**config.mk**
```make
export PLATFORM = sky130hd
export DESIGN_NAME = connection_table_round_aging_core
export DESIGN_NICKNAME = d
export VERILOG_FILES = /design/src/rtl/core/ctra_pkg.sv /design/src/rtl/core/connection_table_round_aging_core.sv /design/src/rtl/core/ctra_cell.sv /design/src/rtl/core/ctra_hash.sv
export SDC_FILE = /design/constraint.sdc
export NUM_CORES = 2
export LEC_CHECK = 0
export ABC_AREA = 1
export BUFFER_PORTS_ARGS = -buffer_cell sky130_fd_sc_hd__buf_2
export CORE_MARGIN = 2
export CORE_UTILIZATION = 51
export CTS_CLUSTER_DIAMETER = 40
export CTS_CLUSTER_SIZE = 28
export DETAILED_ROUTE_END_ITERATION = 16
export PLACE_DENSITY = 0.72
export REMOVE_ABC_BUFFERS = 1
export SYNTH_ARGS = -nofsm -noshare
export SYNTH_HDL_FRONTEND = slang
export SYNTH_SLANG_ARGS = --single-unit
```
**constraint.sdc**
```tcl
create_clock -name clk -period 282.5 [get_ports clk]
set_input_delay 14.125 -clock clk [delete_from_list [all_inputs] [get_ports clk]]
set_output_delay 14.125 -clock clk [all_outputs]
set_load 0.03 [all_outputs]
```
**src/rtl/core/ctra_pkg.sv**
```systemverilog
// Shared types and constants for the connection table with round aging.
package ctra_pkg;

	localparam int CAPACITY_DEF = 32;
	localparam int CNT_W        = 6;
	localparam logic [63:0] HASH_GOLDEN = 64'h0000_0000_9e37_79b9;
	localparam logic [5:0]  CNT_MAX     = 6'd63;

	localparam logic [2:0] KIND_INSERTED = 3'd0;
	localparam logic [2:0] KIND_UPDATED  = 3'd1;
	localparam logic [2:0] KIND_DOUBLE   = 3'd2;
	localparam logic [2:0] KIND_LOCAL    = 3'd3;
	localparam logic [2:0] KIND_FULL     = 3'd4;
	localparam logic [2:0] KIND_EXPIRED  = 3'd5;
	localparam logic [2:0] KIND_SUMMARY  = 3'd6;

	typedef struct packed {
		logic        valid;
		logic        seen;
		logic [63:0] key;
		logic [7:0]  protocol;
		logic [31:0] payload;
	} entry_t;

endpackage

```
**src/rtl/core/connection_table_round_aging_core.sv**
```systemverilog
// Connection table with round aging: hash unit, slot ring and sequencer.
// Stash: accept, hash (more steps for IPv6 than IPv4), check, search over every slot, resolve
// and an update pass over every slot; equal endpoints end after the check, a full table after
// the resolve, and the resolve (and the check of equal endpoints) waits while the output stalls.
// Finish round: a ring pass over every slot, then the summary, longer while the output stalls.
// One item at a time; the ring rotates one slot per cycle (unless a sweep stalls) past a single head comparator.
// Asynchronous reset empties the table and clears the round counters at once.
module connection_table_round_aging_core #(
	parameter int CAPACITY = ctra_pkg::CAPACITY_DEF
) (
	input  logic        clk,
	input  logic        arst_n,
	input  logic        in_valid,
	output logic        in_stall,
	input  logic        cmd,
	input  logic        family_is_v4,
	input  logic [7:0]  protocol,
	input  logic [15:0] src_port,
	input  logic [15:0] dst_port,
	input  logic [63:0] src_addr_lo,
	input  logic [63:0] src_addr_hi,
	input  logic [63:0] dst_addr_lo,
	input  logic [63:0] dst_addr_hi,
	input  logic [31:0] payload_ref,
	output logic        out_valid,
	input  logic        out_stall,
	output logic [2:0]  kind,
	output logic [63:0] key,
	output logic [7:0]  entry_protocol,
	output logic [31:0] entry_payload,
	output logic [5:0]  added_count,
	output logic [5:0]  updated_count,
	output logic [5:0]  evicted_count,
	output logic [5:0]  remaining_count,
	output logic        last
);
	import ctra_pkg::*;

	localparam int POS_W = (CAPACITY > 1) ? $clog2(CAPACITY) : 1;
	localparam logic [POS_W-1:0] POS_LAST = POS_W'(CAPACITY - 1);

	typedef enum logic [2:0] {
		S_IDLE, S_HASH, S_DECIDE, S_SEARCH, S_RESOLVE, S_APPLY, S_SWEEP, S_SUMMARY
	} state_t;

	state_t      state_q;
	logic        v4_q;
	logic [7:0]  protocol_q;
	logic [15:0] src_port_q;
	logic [15:0] dst_port_q;
	logic [63:0] src_lo_q, src_hi_q, dst_lo_q, dst_hi_q;
	logic [31:0] payload_q;

	logic [POS_W-1:0] pos_q;
	logic [POS_W-1:0] target_q;
	logic             hit_q, hit_seen_q, free_q, insert_q;
	logic [CNT_W-1:0] added_q, updated_q, expired_q, remain_q;

	logic             out_valid_q;
	logic [2:0]       kind_q;
	logic [63:0]      key_q;
	logic [7:0]       eproto_q;
	logic [31:0]      epay_q;
	logic [CNT_W-1:0] acnt_q, ucnt_q, ecnt_q, rcnt_q;
	logic             last_q;

	logic        accept, can_emit, shift, same, hash_start, hash_done;
	logic [63:0] hash_key;
	entry_t      head_new;
	entry_t      cell_q [CAPACITY];
	entry_t      cell_d [CAPACITY];

	assign accept     = in_valid && !in_stall;
	assign in_stall   = state_q != S_IDLE;
	assign can_emit   = !out_valid_q || !out_stall;
	assign hash_start = accept && !cmd;
	assign same = src_lo_q[31:0] == dst_lo_q[31:0] && (v4_q || (src_lo_q[63:32] ==
		dst_lo_q[63:32] && src_hi_q == dst_hi_q));

	ctra_hash u_hash (
		.clk          (clk),
		.arst_n       (arst_n),
		.start        (hash_start),
		.family_is_v4 (v4_q),
		.src_port     (hash_start ? src_port : src_port_q),
		.dst_port     (dst_port_q),
		.src_addr_lo  (src_lo_q),
		.src_addr_hi  (src_hi_q),
		.dst_addr_lo  (dst_lo_q),
		.dst_addr_hi  (dst_hi_q),
		.done         (hash_done),
		.key          (hash_key)
	);

	genvar gi;
	generate
		for (gi = 0; gi < CAPACITY; gi++) begin : g_ring
			if (gi == CAPACITY - 1) begin : g_tail
				assign cell_d[gi] = head_new;
			end else begin : g_link
				assign cell_d[gi] = cell_q[gi+1];
			end
			ctra_cell u_cell (
				.clk    (clk),
				.arst_n (arst_n),
				.shift  (shift),
				.d      (cell_d[gi]),
				.q      (cell_q[gi])
			);
		end
	endgenerate

	always_comb begin
		head_new = cell_q[0];
		shift    = 1'b0;
		unique case (state_q)
			S_SEARCH: shift = 1'b1;
			S_APPLY: begin
				shift = 1'b1;
				if (pos_q == target_q) begin
					head_new.seen     = 1'b1;
					head_new.protocol = protocol_q;
					head_new.payload  = payload_q;
					if (insert_q) begin
						head_new.valid = 1'b1;
						head_new.key   = hash_key;
					end
				end
			end
			S_SWEEP: begin
				head_new.seen = 1'b0;
				if (cell_q[0].valid && !cell_q[0].seen) begin
					head_new.valid = 1'b0;
					shift = can_emit;
				end else begin
					shift = 1'b1;
				end
			end
			default: shift = 1'b0;
		endcase
	end

	always_ff @(posedge clk) begin
		if (accept) begin
			v4_q       <= family_is_v4;
			protocol_q <= protocol;
			src_port_q <= src_port;
			dst_port_q <= dst_port;
			src_lo_q   <= src_addr_lo;
			src_hi_q   <= src_addr_hi;
			dst_lo_q   <= dst_addr_lo;
			dst_hi_q   <= dst_addr_hi;
			payload_q  <= payload_ref;
		end
	end

	always_ff @(posedge clk or negedge arst_n) begin
		if (!arst_n) begin
			state_q     <= S_IDLE;
			pos_q       <= '0;
			target_q    <= '0;
			hit_q       <= 1'b0;
			hit_seen_q  <= 1'b0;
			free_q      <= 1'b0;
			insert_q    <= 1'b0;
			added_q     <= '0;
			updated_q   <= '0;
			expired_q   <= '0;
			remain_q    <= '0;
			out_valid_q <= 1'b0;
			kind_q      <= '0;
			key_q       <= '0;
			eproto_q    <= '0;
			epay_q      <= '0;
			acnt_q      <= '0;
			ucnt_q      <= '0;
			ecnt_q      <= '0;
			rcnt_q      <= '0;
			last_q      <= 1'b0;
		end else begin
			if (out_valid_q && !out_stall) begin
				out_valid_q <= 1'b0;
			end
			unique case (state_q)
				S_IDLE: begin
					if (accept) begin
						pos_q     <= '0;
						expired_q <= '0;
						remain_q  <= '0;
						state_q   <= cmd ? S_SWEEP : S_HASH;
					end
				end
				S_HASH: begin
					if (hash_done) begin
						state_q <= S_DECIDE;
					end
				end
				S_DECIDE: begin
					hit_q  <= 1'b0;
					free_q <= 1'b0;
					pos_q  <= '0;
					if (!same) begin
						state_q <= S_SEARCH;
					end else if (can_emit) begin
						out_valid_q <= 1'b1;
						kind_q      <= KIND_LOCAL;
						key_q       <= hash_key;
						eproto_q    <= '0;
						epay_q      <= '0;
						acnt_q      <= '0;
						ucnt_q      <= '0;
						ecnt_q      <= '0;
						rcnt_q      <= '0;
						last_q      <= 1'b1;
						state_q     <= S_IDLE;
					end
				end
				S_SEARCH: begin
					if (cell_q[0].valid && cell_q[0].key == hash_key && !hit_q) begin
						hit_q      <= 1'b1;
						hit_seen_q <= cell_q[0].seen;
						target_q   <= pos_q;
					end else if (!cell_q[0].valid && !free_q && !hit_q) begin
						free_q   <= 1'b1;
						target_q <= pos_q;
					end
					pos_q <= pos_q + POS_W'(1);
					if (pos_q == POS_LAST) begin
						pos_q   <= '0;
						state_q <= S_RESOLVE;
					end
				end
				S_RESOLVE: begin
					if (can_emit) begin
						out_valid_q <= 1'b1;
						key_q       <= hash_key;
						eproto_q    <= '0;
						epay_q      <= '0;
						acnt_q      <= '0;
						ucnt_q      <= '0;
						ecnt_q      <= '0;
						rcnt_q      <= '0;
						last_q      <= 1'b1;
						insert_q    <= !hit_q;
						pos_q       <= '0;
						priority if (hit_q) begin
							kind_q    <= hit_seen_q ? KIND_DOUBLE : KIND_UPDATED;
							updated_q <= (updated_q == CNT_MAX) ? CNT_MAX : updated_q + 6'd1;
							state_q   <= S_APPLY;
						end else if (free_q) begin
							kind_q  <= KIND_INSERTED;
							added_q <= (added_q == CNT_MAX) ? CNT_MAX : added_q + 6'd1;
							state_q <= S_APPLY;
						end else begin
							kind_q  <= KIND_FULL;
							state_q <= S_IDLE;
						end
					end
				end
				S_APPLY: begin
					pos_q <= pos_q + POS_W'(1);
					if (pos_q == POS_LAST) begin
						pos_q   <= '0;
						state_q <= S_IDLE;
					end
				end
				S_SWEEP: begin
					if (shift) begin
						if (cell_q[0].valid && !cell_q[0].seen) begin
							out_valid_q <= 1'b1;
							kind_q      <= KIND_EXPIRED;
							key_q       <= cell_q[0].key;
							eproto_q    <= cell_q[0].protocol;
							epay_q      <= cell_q[0].payload;
							acnt_q      <= '0;
							ucnt_q      <= '0;
							ecnt_q      <= '0;
							rcnt_q      <= '0;
							last_q      <= 1'b0;
							expired_q   <= expired_q + 6'd1;
						end else if (cell_q[0].valid) begin
							remain_q <= remain_q + 6'd1;
						end
						pos_q <= pos_q + POS_W'(1);
						if (pos_q == POS_LAST) begin
							pos_q   <= '0;
							state_q <= S_SUMMARY;
						end
					end
				end
				S_SUMMARY: begin
					if (can_emit) begin
						out_valid_q <= 1'b1;
						kind_q      <= KIND_SUMMARY;
						key_q       <= '0;
						eproto_q    <= '0;
						epay_q      <= '0;
						acnt_q      <= added_q;
						ucnt_q      <= updated_q;
						ecnt_q      <= expired_q;
						rcnt_q      <= remain_q;
						last_q      <= 1'b1;
						added_q     <= '0;
						updated_q   <= '0;
						state_q     <= S_IDLE;
					end
				end
				default: state_q <= S_IDLE;
			endcase
		end
	end

	assign out_valid       = out_valid_q;
	assign kind            = kind_q;
	assign key             = key_q;
	assign entry_protocol  = eproto_q;
	assign entry_payload   = epay_q;
	assign added_count     = acnt_q;
	assign updated_count   = ucnt_q;
	assign evicted_count   = ecnt_q;
	assign remaining_count = rcnt_q;
	assign last            = last_q;

endmodule

```
**src/rtl/core/ctra_cell.sv**
```systemverilog
// One table slot of the rotating entry ring.
module ctra_cell (
	input  logic             clk,
	input  logic             arst_n,
	input  logic             shift,
	input  ctra_pkg::entry_t d,
	output ctra_pkg::entry_t q
);
	import ctra_pkg::*;

	logic        valid_q;
	logic        seen_q;
	logic [63:0] key_q;
	logic [7:0]  protocol_q;
	logic [31:0] payload_q;

	always_ff @(posedge clk or negedge arst_n) begin
		if (!arst_n) begin
			valid_q <= 1'b0;
			seen_q  <= 1'b0;
		end else if (shift) begin
			valid_q <= d.valid;
			seen_q  <= d.seen;
		end
	end

	always_ff @(posedge clk) begin
		if (shift) begin
			key_q      <= d.key;
			protocol_q <= d.protocol;
			payload_q  <= d.payload;
		end
	end

	assign q = '{valid: valid_q, seen: seen_q, key: key_q, protocol: protocol_q,
		payload: payload_q};

endmodule

```
**src/rtl/core/ctra_hash.sv**
```systemverilog
// Iterative key hash, one combine step per cycle.
module ctra_hash (
	input  logic        clk,
	input  logic        arst_n,
	input  logic        start,
	input  logic        family_is_v4,
	input  logic [15:0] src_port,
	input  logic [15:0] dst_port,
	input  logic [63:0] src_addr_lo,
	input  logic [63:0] src_addr_hi,
	input  logic [63:0] dst_addr_lo,
	input  logic [63:0] dst_addr_hi,
	output logic        done,
	output logic [63:0] key
);
	import ctra_pkg::*;

	logic        busy_q;
	logic        first_q;
	logic [1:0]  word_q;
	logic [1:0]  part_q;
	logic [63:0] key_q;
	logic [31:0] src_w;
	logic [31:0] dst_w;
	logic [63:0] val;
	logic [63:0] mixed;
	logic        last_step;

	always_comb begin
		unique case (word_q)
			2'd0: begin src_w = src_addr_lo[31:0];  dst_w = dst_addr_lo[31:0];  end
			2'd1: begin src_w = src_addr_lo[63:32]; dst_w = dst_addr_lo[63:32]; end
			2'd2: begin src_w = src_addr_hi[31:0];  dst_w = dst_addr_hi[31:0];  end
			default: begin src_w = src_addr_hi[63:32]; dst_w = dst_addr_hi[63:32]; end
		endcase
		if (first_q || part_q == 2'd0) begin
			val = {48'd0, dst_port};
		end else if (part_q == 2'd1) begin
			val = {32'd0, src_w};
		end else begin
			val = {32'd0, dst_w};
		end
		mixed = key_q ^ (val + HASH_GOLDEN + (key_q << 6) + (key_q >> 2));
		last_step = !first_q && part_q == 2'd2 && (family_is_v4 || word_q == 2'd3);
	end

	always_ff @(posedge clk or negedge arst_n) begin
		if (!arst_n) begin
			busy_q  <= 1'b0;
			first_q <= 1'b0;
			word_q  <= '0;
			part_q  <= '0;
		end else if (start) begin
			busy_q  <= 1'b1;
			first_q <= 1'b1;
			word_q  <= '0;
			part_q  <= '0;
		end else if (busy_q) begin
			if (first_q) begin
				first_q <= 1'b0;
			end else if (part_q == 2'd2) begin
				part_q <= '0;
				word_q <= word_q + 2'd1;
			end else begin
				part_q <= part_q + 2'd1;
			end
			if (last_step) begin
				busy_q <= 1'b0;
			end
		end
	end

	always_ff @(posedge clk) begin
		if (start) begin
			key_q <= {48'd0, src_port};
		end else if (busy_q) begin
			key_q <= mixed;
		end
	end

	assign done = busy_q && last_step;
	assign key  = key_q;

endmodule

```
==> reports/results.txt <==
status: finished, final reports clean
Die X: 522.0 um
Starting Density: 51.18%
post-synthesis cell type count: 55
Worst R2R Setup Slack: 275390 ps
xor/xnor share of the synthesized area: 0.6335%
GPL Wtd Cong: 0.9528
Final Hold Vio Count: 0
post-synthesis instance area: 0.1369 mm^2
largest net degree at the start of global routing: 226
Min Clock Period, post-route: 19320 ps
final worst slack: 263180 ps
skew final: 78.27 ps
Clock Root Buffer: clkbuf_16
Setup crit start kind: primary input
crit share post-route: 6.838%
main combinational cell family by area after synthesis: simple AND/OR/NAND/NOR gates
drt total wl: 282500 um
register area share after synthesis: 85.40%
Hold EP: g_ring[13].u_cell.key_q[18]
crit path cell chain: buf_2 > nand2_1 > inv_2 > a21oi_2 > nor2_4 > buf_4 > inv_8 > buf_4 > buf_4 > buf_12 > buf_4
crit-path max FO: 207
Worst-Margin Slew: 1345 ps
Synth Area in Compound Gates: 2.429%
Remaining Overflow, GRT: 0
crit-path most repeated cell: buf_4
CTS tree: done
Register Area: 0.1169 mm^2
Worst R2R Path Depth: 10
Via density: 5.233
Layout fillers: 19242
Critical Path End Type: flip-flop
TritonRoute pass-1 iters: 6
Synth Area in Adders: 1.940%
Clock Sinks: 3949
total vias in the final route: 66884
FFs w/ async S/R, synth: 6.179%
initial antenna violation count: 32
Final Setup Violations: 0
non-filler cells, final: 12782
Max-Cap Viols: 0
Residual DRC: 0
Layout area overhead: 15.71%
CTS buffer count: 417
IO Count: 468
multi-input logic area: 0.01687 mm^2
H-tree Lvls: 5
die span in y: 522.0 um
post-synthesis mux area share: 0.3291%
Critical Path AT: 19850 ps
number of flops mapped to enable cells by yosys: 3657
worst hold path stage count: 0
unrepaired setup endpoints after global routing: no
Hold Slack: 374.0 ps
fmax: 51.76 MHz
Reg clk slew, reported paths: 60 ps
hpwl dp: 177700 um
vias in the first global route: 65303
Cell Rows: 190
layout cell share with drive strength beyond 1: 14.71%
Max-slew headroom: 9.411%
simple-gate area share of the yosys netlist: 6.939%
routed len/inst: 22.10 um
Ys Warns: 0
Cells after DPL: 11985
Yosys reg bits: 3949
total die area: 0.2725 mm^2
Primary FF master, synth: edfxtp_1
cts repair resizes: 0
Clock Latency Late Sink: 970 ps
critical path type: primary input to flip-flop
port buffer count: 467
Slew Limit Fails: 0
Crit path required time: 283030 ps
postcts setup bufs: 0
Worst R2R Start: state_q[0]
TNS Setup: 0 ps
Min-Delay Path Class: flip-flop to flip-flop
Post-CTS Hold Buffers: 0
Syn Area/Cell: 17.01 um^2
Hold Startpoint: g_ring[14].u_cell.key_q[18]
Setup WS pre-CTS: 262340 ps
RR Endpoint: g_ring[0].u_cell.payload_q[2]
Initial DRC Count: 7566
first-pass GRT wire length: 413800 um
antenna-violating nets left: 0
CP max-delay cell: buf_4
Core Region: 0.2674 mm^2
total track usage: 20.59%
max incr delay on CP: 1000 ps
fin nets: 9382
synthesized instance count: 8046
deepest clock path buffer count: 4
[metal layers]
| metal | share of wire, % | up-vias | global-route usage [%] |
|---|---|---|---|
| met5 | 0.010 | - | 0 |
| met1 | 44 | 33218 | 30.21 |
| met2 | 45 | 2377 | 30.81 |
| met3 | 6.9 | 557 | 3.548 |
| li1 | - | 30728 | - |
| met4 | 4.1 | 4 | 8.486 |
[kinds of logic after synthesis]
| logic type | Yosys count |
|---|---|
| AO/OA/AOI/OAI | 586 |
| XOR/XNOR | 99 |
| adder cells (fa/ha/maj) | 196 |
| buffers and inverters | 834 |
| flip-flops | 3949 |
| multiplexers | 40 |
| AND/OR/NAND/NOR | 2342 |
[area by class of cell]
cell class | count | area share [%]
clock inverter | 324 | 2.433
sequential | 3949 | 73.80
multi-input combinational | 3263 | 10.65
clock buffer | 462 | 6.774
timing repair buffer | 544 | 1.902
inverter | 677 | 1.614
tap | 3552 | 2.806
antenna | 11 | 0.01738
[stage by stage]
step                      cell area, um^2  utilization (%)
after floorplan                    136200                -
after global placement             143800            53.75
after detailed placement           143800            53.75
after CTS                          158300            59.21
after global routing               158400            59.22
final                              158400            59.22
[how the worst max path moves through the flow]
stage                   start                              end  depth (start not counted)
floorplan           out_stall        g_ring[31].u_cell.valid_q                          6
global placement    out_stall  g_ring[16].u_cell.protocol_q[4]                         11
detailed placement  out_stall   g_ring[0].u_cell.protocol_q[5]                         11
CTS                 out_stall    g_ring[0].u_cell.payload_q[2]                         11
global route        out_stall    g_ring[7].u_cell.payload_q[2]                         11
finish              out_stall    g_ring[0].u_cell.payload_q[2]                         11
[cell usage after synthesis (all sizes together), types with 38 or more instances]
library cell	n	area share (%)
edfxtp	3657	80
nand4	141	0.64
inv	674	1.8
dfxtp	48	0.70
clkbuf	107	0.29
nor2	404	1.1
xnor2	38	0.24
mux2	40	0.33
ha	169	1.5
o21ai	258	0.94
a21oi	164	0.60
nand2	1593	4.4
o22ai	68	0.31
nand3	144	0.53
xor2	61	0.39
buf	50	0.18
dfrtp	244	4.5
[worst max-delay path, delay by kind of cell]
kind / cells / cell delay [ps]
buf+inv: 8 / 4750
simple gates: 2 / 220
compound gates: 1 / 300
[sequential cells by signal (all words and copies together) (netlist names), 8 cells and up]
name                      count
dst_port_q                   16
src_lo_q                     64
entry_payload                32
g_ring.u_cell.valid_q        32
entry_protocol                8
payload_q                    32
g_ring.u_cell.key_q        2048
dst_hi_q                     64
g_ring.u_cell.protocol_q    256
dst_lo_q                     64
key                          64
g_ring.u_cell.seen_q         32
u_hash.key                   64
src_hi_q                     64
g_ring.u_cell.payload_q    1024
protocol_q                    8
[cells in the final DEF (no fill, tap or decap), types with 33 or more instances in the layout]
| master | netlist | routed |
|---|---|---|
| bufinv_16 | 0 | 36 |
| xnor2_1 | 38 | 38 |
| clkbuf_16 | 0 | 420 |
| a21oi_1 | 163 | 163 |
| inv_8 | 0 | 41 |
| mux2_2 | 40 | 40 |
| dfrtp_1 | 244 | 244 |
| xor2_1 | 61 | 61 |
| nand4_1 | 141 | 141 |
| o22ai_1 | 68 | 68 |
| buf_2 | 32 | 466 |
| o21ai_0 | 256 | 255 |
| inv_1 | 662 | 659 |
| buf_4 | 3 | 70 |
| dfxtp_1 | 48 | 48 |
| clkinvlp_4 | 0 | 41 |
| nor2_1 | 398 | 396 |
| clkinv_2 | 0 | 33 |
| nand2_1 | 1590 | 1588 |
| nand3_1 | 143 | 142 |
| clkbuf_1 | 107 | 36 |
| inv_6 | 0 | 78 |
| ha_1 | 169 | 165 |
| edfxtp_1 | 3657 | 3657 |
Power is left out: the tool's default activity adds up to more than one toggle a clock period on the data nets, which glitch-free logic cannot reach.
